[src/rtl/assert_macros.svh]
// ----------------------------------------------------------------------------
// assert_macros.svh
// Concurrent assertion helpers for the CSV tokenizer; empty under SYNTH.
// ----------------------------------------------------------------------------
`ifndef ASSERT_MACROS_SVH
`define ASSERT_MACROS_SVH

`ifndef SYNTH
// same-cycle implication
`define CSVT_ASSERT_IMP(label, clk, rst_n, ante, cons) \
  label: assert property (@(posedge clk) disable iff (!rst_n) (ante) |-> (cons)) \
    else $error("assertion failed: same-cycle check");
// next-cycle implication
`define CSVT_ASSERT_NXT(label, clk, rst_n, ante, cons) \
  label: assert property (@(posedge clk) disable iff (!rst_n) (ante) |=> (cons)) \
    else $error("assertion failed: next-cycle check");
`else
`define CSVT_ASSERT_IMP(label, clk, rst_n, ante, cons)
`define CSVT_ASSERT_NXT(label, clk, rst_n, ante, cons)
`endif

`endif

[src/rtl/csvt_pkg.sv]
// ----------------------------------------------------------------------------
// csvt_pkg
// Shared characters, token types and helpers for the CSV tokenizer.
// ----------------------------------------------------------------------------
package csvt_pkg;

  localparam logic [7:0] CH_QUOTE = 8'h22;
  localparam logic [7:0] CH_COMMA = 8'h2C;
  localparam logic [7:0] CH_LF    = 8'h0A;
  localparam logic [7:0] CH_CR    = 8'h0D;

  localparam int TOKQ_DEPTH = 4;

  typedef enum logic [1:0] {
    TK_CHAR       = 2'd0,
    TK_FIELD_END  = 2'd1,
    TK_RECORD_END = 2'd2
  } tok_kind_t;

  typedef struct packed {
    tok_kind_t   kind;
    logic [7:0]  char_value;
    logic [7:0]  field_index;
    logic        blank_record;
    logic        last_of_run;
  } token_t;

  // tokens caused by one item, first in order; count is 0..2
  typedef struct packed {
    logic [1:0] count;
    token_t     first;
    token_t     second;
  } tok_pair_t;

  function automatic logic is_space(input logic [7:0] c);
    is_space = (c == 8'h20) || ((c >= 8'h09) && (c <= 8'h0D)) ||
               (c == 8'h85) || (c == 8'hA0);
  endfunction

  function automatic logic [7:0] sat_inc(input logic [7:0] v);
    sat_inc = (v == 8'hFF) ? v : v + 8'd1;
  endfunction

endpackage

[src/rtl/csvt_channels.sv]
// ----------------------------------------------------------------------------
// csvt_channels
// Valid/ready channels for text characters and tokens.
// ----------------------------------------------------------------------------
interface csvt_in_if;
  logic       valid;
  logic       ready;
  logic [7:0] char_code;
  logic       end_of_text;

  modport source (output valid, char_code, end_of_text, input ready);
  modport sink   (input valid, char_code, end_of_text, output ready);
endinterface

interface csvt_out_if;
  logic       valid;
  logic       ready;
  logic [1:0] token_kind;
  logic [7:0] char_value;
  logic [7:0] field_index;
  logic       blank_record;
  logic       last_of_run;

  modport source (output valid, token_kind, char_value, field_index, blank_record,
                  last_of_run, input ready);
  modport sink   (input valid, token_kind, char_value, field_index, blank_record,
                  last_of_run, output ready);
endinterface

[src/rtl/csvt_tokenizer_top.sv]
// ----------------------------------------------------------------------------
// csv_tokenizer_top
// CSV tokenizer: one character per item in, field/record tokens out.
//
//   channel   dir  payload                                           handshake
//   in_chan   in   char_code[7:0], end_of_text                       valid/ready
//   out_chan  out  token_kind[1:0], char_value[7:0], field_index[7:0], valid/ready
//                  blank_record, last_of_run
//
// One item per cycle while in_chan.ready is high; a character is parsed in the
// cycle it is accepted and its tokens (0..2) land in a 4-entry token queue read
// one per cycle while out_chan.ready is high. Two-token items are output-paced.
// in_chan.ready is high while the queue holds at most two tokens.
// Synchronous active-low reset clears parse state and the queue.
// ----------------------------------------------------------------------------
module csv_tokenizer_top (
  input  logic       clk,
  input  logic       rst_n,
  csvt_in_if.sink    in_chan,
  csvt_out_if.source out_chan
);
  import csvt_pkg::*;

  logic      advance;
  logic      room_for_pair;
  logic      pop;
  tok_pair_t tokens;
  token_t    head;

  assign in_chan.ready = room_for_pair;
  assign advance       = in_chan.valid && room_for_pair;
  assign pop           = out_chan.valid && out_chan.ready;

  csvt_parser u_parser (
    .clk         (clk),
    .rst_n       (rst_n),
    .advance     (advance),
    .char_code   (in_chan.char_code),
    .end_of_text (in_chan.end_of_text),
    .tokens      (tokens)
  );

  csvt_tok_fifo u_fifo (
    .clk           (clk),
    .rst_n         (rst_n),
    .push          (advance),
    .tokens        (tokens),
    .pop           (pop),
    .head          (head),
    .not_empty     (out_chan.valid),
    .room_for_pair (room_for_pair)
  );

  assign out_chan.token_kind   = head.kind;
  assign out_chan.char_value   = head.char_value;
  assign out_chan.field_index  = head.field_index;
  assign out_chan.blank_record = head.blank_record;
  assign out_chan.last_of_run  = head.last_of_run;

endmodule

[src/rtl/csvt_parser.sv]
// ----------------------------------------------------------------------------
// csvt_parser
// Parse state and token generation for one character per accepted item.
// ----------------------------------------------------------------------------
`include "assert_macros.svh"

module csvt_parser (
  input  logic                clk,
  input  logic                rst_n,
  input  logic                advance,
  input  logic [7:0]          char_code,
  input  logic                end_of_text,
  output csvt_pkg::tok_pair_t tokens
);
  import csvt_pkg::*;

  logic       inside_quotes_r, inside_quotes_nxt;
  logic       quote_pending_r, quote_pending_nxt;
  logic       skip_next_lf_r, skip_next_lf_nxt;
  logic [7:0] fields_done_r, fields_done_nxt;
  logic       field_nonempty_r, field_nonempty_nxt;
  logic       field_all_space_r, field_all_space_nxt;

  logic       uq, is_q, q_char, fc, ef, er;
  logic [7:0] fd1;
  logic       ne1, as1, t2_v;
  token_t     t1, t2;

  always_comb begin
    is_q   = (char_code == CH_QUOTE);
    // character goes through the unquoted rules
    if (skip_next_lf_r) begin
      uq = (char_code != CH_LF);
    end else if (quote_pending_r) begin
      uq = !is_q;
    end else begin
      uq = !inside_quotes_r;
    end
    q_char = (quote_pending_r && is_q) ||
             (!skip_next_lf_r && !quote_pending_r && inside_quotes_r && !is_q);
    ef = uq && (char_code == CH_COMMA);
    er = uq && ((char_code == CH_LF) || (char_code == CH_CR));
    fc = q_char || (uq && !is_q && !ef && !er);

    fd1 = ef ? sat_inc(fields_done_r) : (er ? 8'd0 : fields_done_r);
    ne1 = fc ? 1'b1 : ((ef || er) ? 1'b0 : field_nonempty_r);
    as1 = fc ? (field_all_space_r && is_space(char_code)) :
               ((ef || er) ? 1'b1 : field_all_space_r);

    t1.kind         = fc ? TK_CHAR : (ef ? TK_FIELD_END : TK_RECORD_END);
    t1.char_value   = fc ? char_code : 8'd0;
    t1.field_index  = fields_done_r;
    t1.blank_record = er && (fields_done_r == 8'd0) && field_all_space_r;
    t1.last_of_run  = 1'b0;

    t2_v            = end_of_text && (ne1 || (fd1 != 8'd0));
    t2.kind         = TK_RECORD_END;
    t2.char_value   = 8'd0;
    t2.field_index  = fd1;
    t2.blank_record = (fd1 == 8'd0) && as1;
    t2.last_of_run  = 1'b1;

    if (fc || ef || er) begin
      tokens.count             = t2_v ? 2'd2 : 2'd1;
      tokens.first             = t1;
      tokens.first.last_of_run = !t2_v;
      tokens.second            = t2;
    end else begin
      tokens.count  = t2_v ? 2'd1 : 2'd0;
      tokens.first  = t2;
      tokens.second = t2;
    end
  end

  always_comb begin
    if (end_of_text) begin
      inside_quotes_nxt   = 1'b0;
      quote_pending_nxt   = 1'b0;
      skip_next_lf_nxt    = 1'b0;
      fields_done_nxt     = 8'd0;
      field_nonempty_nxt  = 1'b0;
      field_all_space_nxt = 1'b1;
    end else begin
      inside_quotes_nxt   = uq ? is_q : inside_quotes_r;
      quote_pending_nxt   = !skip_next_lf_r && !quote_pending_r && inside_quotes_r && is_q;
      skip_next_lf_nxt    = uq && (char_code == CH_CR);
      fields_done_nxt     = fd1;
      field_nonempty_nxt  = ne1;
      field_all_space_nxt = as1;
    end
  end

  always_ff @(posedge clk) begin
    if (!rst_n) begin
      inside_quotes_r   <= 1'b0;
      quote_pending_r   <= 1'b0;
      skip_next_lf_r    <= 1'b0;
      fields_done_r     <= 8'd0;
      field_nonempty_r  <= 1'b0;
      field_all_space_r <= 1'b1;
    end else if (advance) begin
      inside_quotes_r   <= inside_quotes_nxt;
      quote_pending_r   <= quote_pending_nxt;
      skip_next_lf_r    <= skip_next_lf_nxt;
      fields_done_r     <= fields_done_nxt;
      field_nonempty_r  <= field_nonempty_nxt;
      field_all_space_r <= field_all_space_nxt;
    end
  end

  `CSVT_ASSERT_IMP(a_pending_in_quotes, clk, rst_n, quote_pending_r, inside_quotes_r)
  `CSVT_ASSERT_IMP(a_skip_outside, clk, rst_n, skip_next_lf_r, !inside_quotes_r && !quote_pending_r)
  `CSVT_ASSERT_NXT(a_eot_clears, clk, rst_n, advance && end_of_text, (fields_done_r == 8'd0) && !inside_quotes_r && !skip_next_lf_r)

endmodule

[src/rtl/csvt_tok_fifo.sv]
// ----------------------------------------------------------------------------
// csvt_tok_fifo
// Small token queue: takes up to two tokens a cycle, hands out one.
// ----------------------------------------------------------------------------
`include "assert_macros.svh"

module csvt_tok_fifo (
  input  logic                clk,
  input  logic                rst_n,
  input  logic                push,
  input  csvt_pkg::tok_pair_t tokens,
  input  logic                pop,
  output csvt_pkg::token_t    head,
  output logic                not_empty,
  output logic                room_for_pair
);
  import csvt_pkg::*;

  localparam int PTR_W = $clog2(TOKQ_DEPTH);
  localparam int CNT_W = $clog2(TOKQ_DEPTH + 1);

  token_t             mem [TOKQ_DEPTH];
  logic [PTR_W-1:0]   wr_ptr_r, wr_ptr_nxt;
  logic [PTR_W-1:0]   rd_ptr_r, rd_ptr_nxt;
  logic [CNT_W-1:0]   count_r, count_nxt;
  logic [1:0]         push_n;

  assign push_n        = push ? tokens.count : 2'd0;
  assign head          = mem[rd_ptr_r];
  assign not_empty     = (count_r != '0);
  assign room_for_pair = (count_r <= CNT_W'(TOKQ_DEPTH - 2));

  always_comb begin
    wr_ptr_nxt = wr_ptr_r + PTR_W'(push_n);
    rd_ptr_nxt = rd_ptr_r + PTR_W'(pop);
    count_nxt  = count_r + CNT_W'(push_n) - CNT_W'(pop);
  end

  always_ff @(posedge clk) begin
    if (!rst_n) begin
      wr_ptr_r <= '0;
      rd_ptr_r <= '0;
      count_r  <= '0;
    end else begin
      wr_ptr_r <= wr_ptr_nxt;
      rd_ptr_r <= rd_ptr_nxt;
      count_r  <= count_nxt;
    end
  end

  always_ff @(posedge clk) begin
    if (push_n != 2'd0) begin
      mem[wr_ptr_r] <= tokens.first;
    end
    if (push_n == 2'd2) begin
      mem[wr_ptr_r + PTR_W'(1)] <= tokens.second;
    end
  end

  `CSVT_ASSERT_IMP(a_count_bound, clk, rst_n, 1'b1, count_r <= CNT_W'(TOKQ_DEPTH))
  `CSVT_ASSERT_IMP(a_push_room, clk, rst_n, push_n != 2'd0, count_r <= CNT_W'(TOKQ_DEPTH - 2))
  `CSVT_ASSERT_NXT(a_pop_only, clk, rst_n, pop && (push_n == 2'd0), count_r == $past(count_r) - CNT_W'(1))

endmodule

[src/flat_wrapper.sv]
// flat-port wrapper written by rule: the top's interface ports become plain ports
module csv_tokenizer_top_flat import csvt_pkg::*;
  (clk, rst_n, in_chan_valid, in_chan_char_code, in_chan_end_of_text, in_chan_ready, out_chan_valid, out_chan_token_kind, out_chan_char_value, out_chan_field_index, out_chan_blank_record, out_chan_last_of_run, out_chan_ready);
  csvt_in_if in_chan_i ();
  csvt_out_if out_chan_i ();
  input  logic clk;
  input  logic rst_n;
  input wire logic [$bits(in_chan_i.valid)-1:0] in_chan_valid;
  input wire logic [$bits(in_chan_i.char_code)-1:0] in_chan_char_code;
  input wire logic [$bits(in_chan_i.end_of_text)-1:0] in_chan_end_of_text;
  output wire logic [$bits(in_chan_i.ready)-1:0] in_chan_ready;
  output wire logic [$bits(out_chan_i.valid)-1:0] out_chan_valid;
  output wire logic [$bits(out_chan_i.token_kind)-1:0] out_chan_token_kind;
  output wire logic [$bits(out_chan_i.char_value)-1:0] out_chan_char_value;
  output wire logic [$bits(out_chan_i.field_index)-1:0] out_chan_field_index;
  output wire logic [$bits(out_chan_i.blank_record)-1:0] out_chan_blank_record;
  output wire logic [$bits(out_chan_i.last_of_run)-1:0] out_chan_last_of_run;
  input wire logic [$bits(out_chan_i.ready)-1:0] out_chan_ready;
  assign in_chan_i.valid = in_chan_valid;
  assign in_chan_i.char_code = in_chan_char_code;
  assign in_chan_i.end_of_text = in_chan_end_of_text;
  assign in_chan_ready = in_chan_i.ready;
  assign out_chan_valid = out_chan_i.valid;
  assign out_chan_token_kind = out_chan_i.token_kind;
  assign out_chan_char_value = out_chan_i.char_value;
  assign out_chan_field_index = out_chan_i.field_index;
  assign out_chan_blank_record = out_chan_i.blank_record;
  assign out_chan_last_of_run = out_chan_i.last_of_run;
  assign out_chan_i.ready = out_chan_ready;
  csv_tokenizer_top u_core (.clk(clk), .rst_n(rst_n), .in_chan(in_chan_i), .out_chan(out_chan_i));
endmodule
[config.mk]
export PLATFORM = sky130hd
export DESIGN_NAME = csv_tokenizer_top_flat
export DESIGN_NICKNAME = d
export VERILOG_FILES = /design/src/rtl/csvt_pkg.sv /design/src/rtl/csvt_channels.sv /design/src/rtl/csvt_tokenizer_top.sv /design/src/rtl/csvt_parser.sv /design/src/rtl/csvt_tok_fifo.sv /design/src/flat_wrapper.sv
export VERILOG_INCLUDE_DIRS = /design/src /design/src/rtl
export SDC_FILE = /design/constraint.sdc
export NUM_CORES = 1
export LEC_CHECK = 0
export BUFFER_PORTS_ARGS = -buffer_cell sky130_fd_sc_hd__clkbuf_2
export CAP_MARGIN = 10
export CORE_MARGIN = 2
export CORE_UTILIZATION = 35
export CTS_CLUSTER_DIAMETER = 60
export DETAILED_ROUTE_END_ITERATION = 16
export GPL_ROUTABILITY_DRIVEN = 0
export PLACE_DENSITY = 0.48
export SYNTH_ARGS = -nofsm -noshare
export SYNTH_HDL_FRONTEND = slang
export SYNTH_SLANG_ARGS = --single-unit
[constraint.sdc]
create_clock -name clk -period 7.8 [get_ports clk]
set_clock_uncertainty 0.15 [all_clocks]
set_input_delay 0 -clock clk [delete_from_list [all_inputs] [get_ports clk]]
set_output_delay 0 -clock clk [all_outputs]
set_load 0.05 [all_outputs]
==> out/qor.yml <==
synthesis:
  seq_area_frac_synth_pct: 47.1
  synthCells: 443
  synth_edf_count: 36
  syn_nets: 465
  async_reset_ff_share_pct: 0
  synth_ff_type: "dfxtp_1"
  synth_cell_types: 72
  yosysWarnings: 0
  syn_area_um2: 5020
  ys_seq_elements: 100
  synth_area_per_cell_um2: 11.3
route:
  drt_first_pass_iters: 5
  first_iter_violations: 258
  via_per_inst: 5.93
  wirelength_mm: 13.0
  vias: 3915
  antenna_left: 0
  wl_per_cell_um: 19.7
  drc: 0
power:
  p_per_area_nw_per_um2: 326
  ir_drop_uv: 117
  leakage_nw: 2.07
  finalPower_mw: 1.88
floorplanning:
  initial_core_util_pct: 36.0
  core_area_um2: 13900
  die_x_um: 124
  io_pins: 35
  fp-row-count: 43
  die_y_um: 124
  fp.dieArea_um2: 15300
clock_network:
  cts_tree: "built"
  cts_setup_buffers: 0
  cts_buffer_depth: 2
  cts_root_buf: "clkbuf_16"
  post_cts_resized: 0
  clkLatencyLatePin_ns: 0.35
  cts_htree_levels: 3
  hold_buffers: 12
  path_clk_slew_ns: 0.06
  cts-buffers-inserted: 9
  cts.sink_count: 100
final_layout:
  layout-drive-gt1-share_pct: 21.0
  final_common_cell: "dfxtp_1"
  final_nets: 497
  area_growth_pct: 15.0
  diodes: 0
  mostFrequentLayoutCells: "dfxtp_1 (64), edfxtp_1 (36), clkbuf_2 (34), nand2_1 (29), a22o_1 (29)"
  fin_area_um2: 5770
sta:
  setup_ws_ns: 1.92
  final_hold_viol_count: 0
  setup_tns_ns: 0
  max_freq_mhz: 170
  timing_worst_slew_pin_value_ns: 0.859
  relSlewSlack_pct: 42.3
  setup_viol: 0
  rsz0062_at_grt: "no"
  slew_viol_final: 0
  fin_crit_ns: 5.88
  min_period_over_period_pct: 75.4
run_status:
  status: "finished clean"
global_routing:
  grt_pass1_wl_mm: 21.0
  grt_antenna_before_repair: 0
  grt_usage_pct: 18.2
  gr-total-overflow: 0
  grt_max_degree: 23
  grt_pass1_vias: 3683
critical_path:
  critPathLaunchType: "input port"
  crit_required_ns: 7.90
  path_buf_inv: 4
  cp_slowest_cell: "nor2_1"
  max_stage_delay_ns: 0.63
  critPathArrivalTime_ns: 5.98
  cp-end-kind: "flip-flop"
  crit_path_cell_trace: "dlygate4sd3_1 > clkbuf_2 > or4b_4 > o31ai_4 > nor2_1 > a22oi_1 > and4b_1 > nand2_1 > o31a_1 > ha_1 > o21ai_1 > nor2_1 > buf_4 > nor2_1 > inv_1 > o22a_1"
  worst-setup-path-type: "in2reg"
  rrSetupSlack_ns: 2.07
  critPathMaxFanout: 17
  cp_common_cell: "nor2_1"
  crit_family: "compound AO/OA/AOI/OAI gates"
min_path:
  hp-class: "in2reg"
flow_run:
  drv_cap: 0
placement:
  post-place-ws_ns: 2.13
  post-dp-hpwl_mm: 9.40
  port_buffers: 34
  detailed_place.area_um2: 5350
path summary, 6_finish.rpt:
kind	from	end	cells after the start
hold / removal	in_chan_valid	u_core.u_fifo.wr_ptr_r[0]	4
setup reg to reg	u_core.u_parser.fields_done_r[0]	u_core.u_fifo.mem[1][19]	15
setup / recovery	in_chan_char_code[4]	u_core.u_fifo.mem[1][19]	16
hold reg to reg	u_core.u_fifo.mem[1][0]	u_core.u_fifo.mem[1][0]	1
state kept, by name (all words and copies together), names as in the netlist:
signal and cells:
u_core.u_parser.fields_done_r 8, u_core.u_fifo.rd_ptr_r 2, u_core.u_fifo.wr_ptr_r 2, u_core.u_parser.inside_quotes_r 1
u_core.u_fifo.count_r 3, u_core.u_parser.quote_pending_r 1, u_core.u_parser.field_nonempty_r 1, u_core.u_parser.field_all_space_r 1
u_core.u_fifo.mem 80, u_core.u_parser.skip_next_lf_r 1
cells by family (layout without fill, tap and decap cells):
kind of cell / after synthesis / in the layout / share of synthesized area [%]
compound gates: 132 / 132 / 21.7
buf+inv: 47 / 84 / 3.86
flops: 100 / 100 / 47.1
fa+ha+maj: 9 / 9 / 2.39
mux: 22 / 22 / 9.47
simple gates: 127 / 127 / 14.5
xor+xnor: 6 / 6 / 1.05
stage by stage:
stage | util [%] | hold slack, ns | instances
finish | 41.4 | 0.0496 | 660
global route | 41.4 | 0.0770 | 660
CTS | 41.4 | 0.0471 | 660
detailed placement | 38.4 | 0.238 | 632
global placement | 38.4 | 0.230 | 632
floorplan | - | -0.0171 | 443
cell type report:
type	instances	area, um2
fill	1274	8160
multi-input combinational	296	2470
sequential	100	2360
timing repair buffer	56	365
clock buffer	11	264
tap	180	225
inverter	12	45.0
clock inverter	5	37.5
synth_stat cells (5+ instances only):
master | count | area share [%]
mux4_2 | 20 | 9.0
o22a_1 | 5 | 0.87
or3_1 | 6 | 0.75
nand3_1 | 5 | 0.50
nor3_1 | 7 | 0.70
clkbuf_1 | 26 | 1.9
a22o_1 | 29 | 5.1
dfxtp_1 | 64 | 26
o22ai_1 | 7 | 0.87
a32o_1 | 20 | 4.0
a22oi_1 | 7 | 1.0
o21ai_0 | 17 | 1.7
and2_1 | 10 | 1.2
nor2b_1 | 12 | 1.5
a21oi_1 | 13 | 1.3
inv_1 | 12 | 0.90
nand2_1 | 29 | 2.2
nor2_1 | 21 | 1.6
ha_1 | 8 | 2.0
edfxtp_1 | 36 | 22
nor4_1 | 5 | 0.62
where the power goes:
part | switching, mW | internal [mW] | total [mW]
Sequential | 0.0812 | 0.673 | 0.755
Combinational | 0.422 | 0.255 | 0.677
Clock | 0.202 | 0.248 | 0.450
Total | 0.705 | 1.18 | 1.88
routing by layer:
layer  vias to the layer above  global-route usage, %  wire length (um)
li1                       1809                      -                 -
met3                        17                   3.66               667
met5                         -                      0                 0
met2                       114                   26.5              5900
met1                      1975                   26.3              6190
met4                         0                   7.24               242
worst reg2reg max path: stages (launching register included):
cell       delay [ns]
dfxtp_1          0.39
ha_1             0.33
and4_1           0.30
a2111oi_0        0.37
o21ai_0          0.22
a22oi_1          0.49
and4b_1          0.37
nand2_1          0.07
o31a_1           0.29
ha_1             0.41
o21ai_1          0.45
nor2_1           0.11
buf_4            0.22
nor2_1           0.64
inv_1            0.48
o22a_1           0.33
No activity file was read; power rests on OpenSTA's default activity.
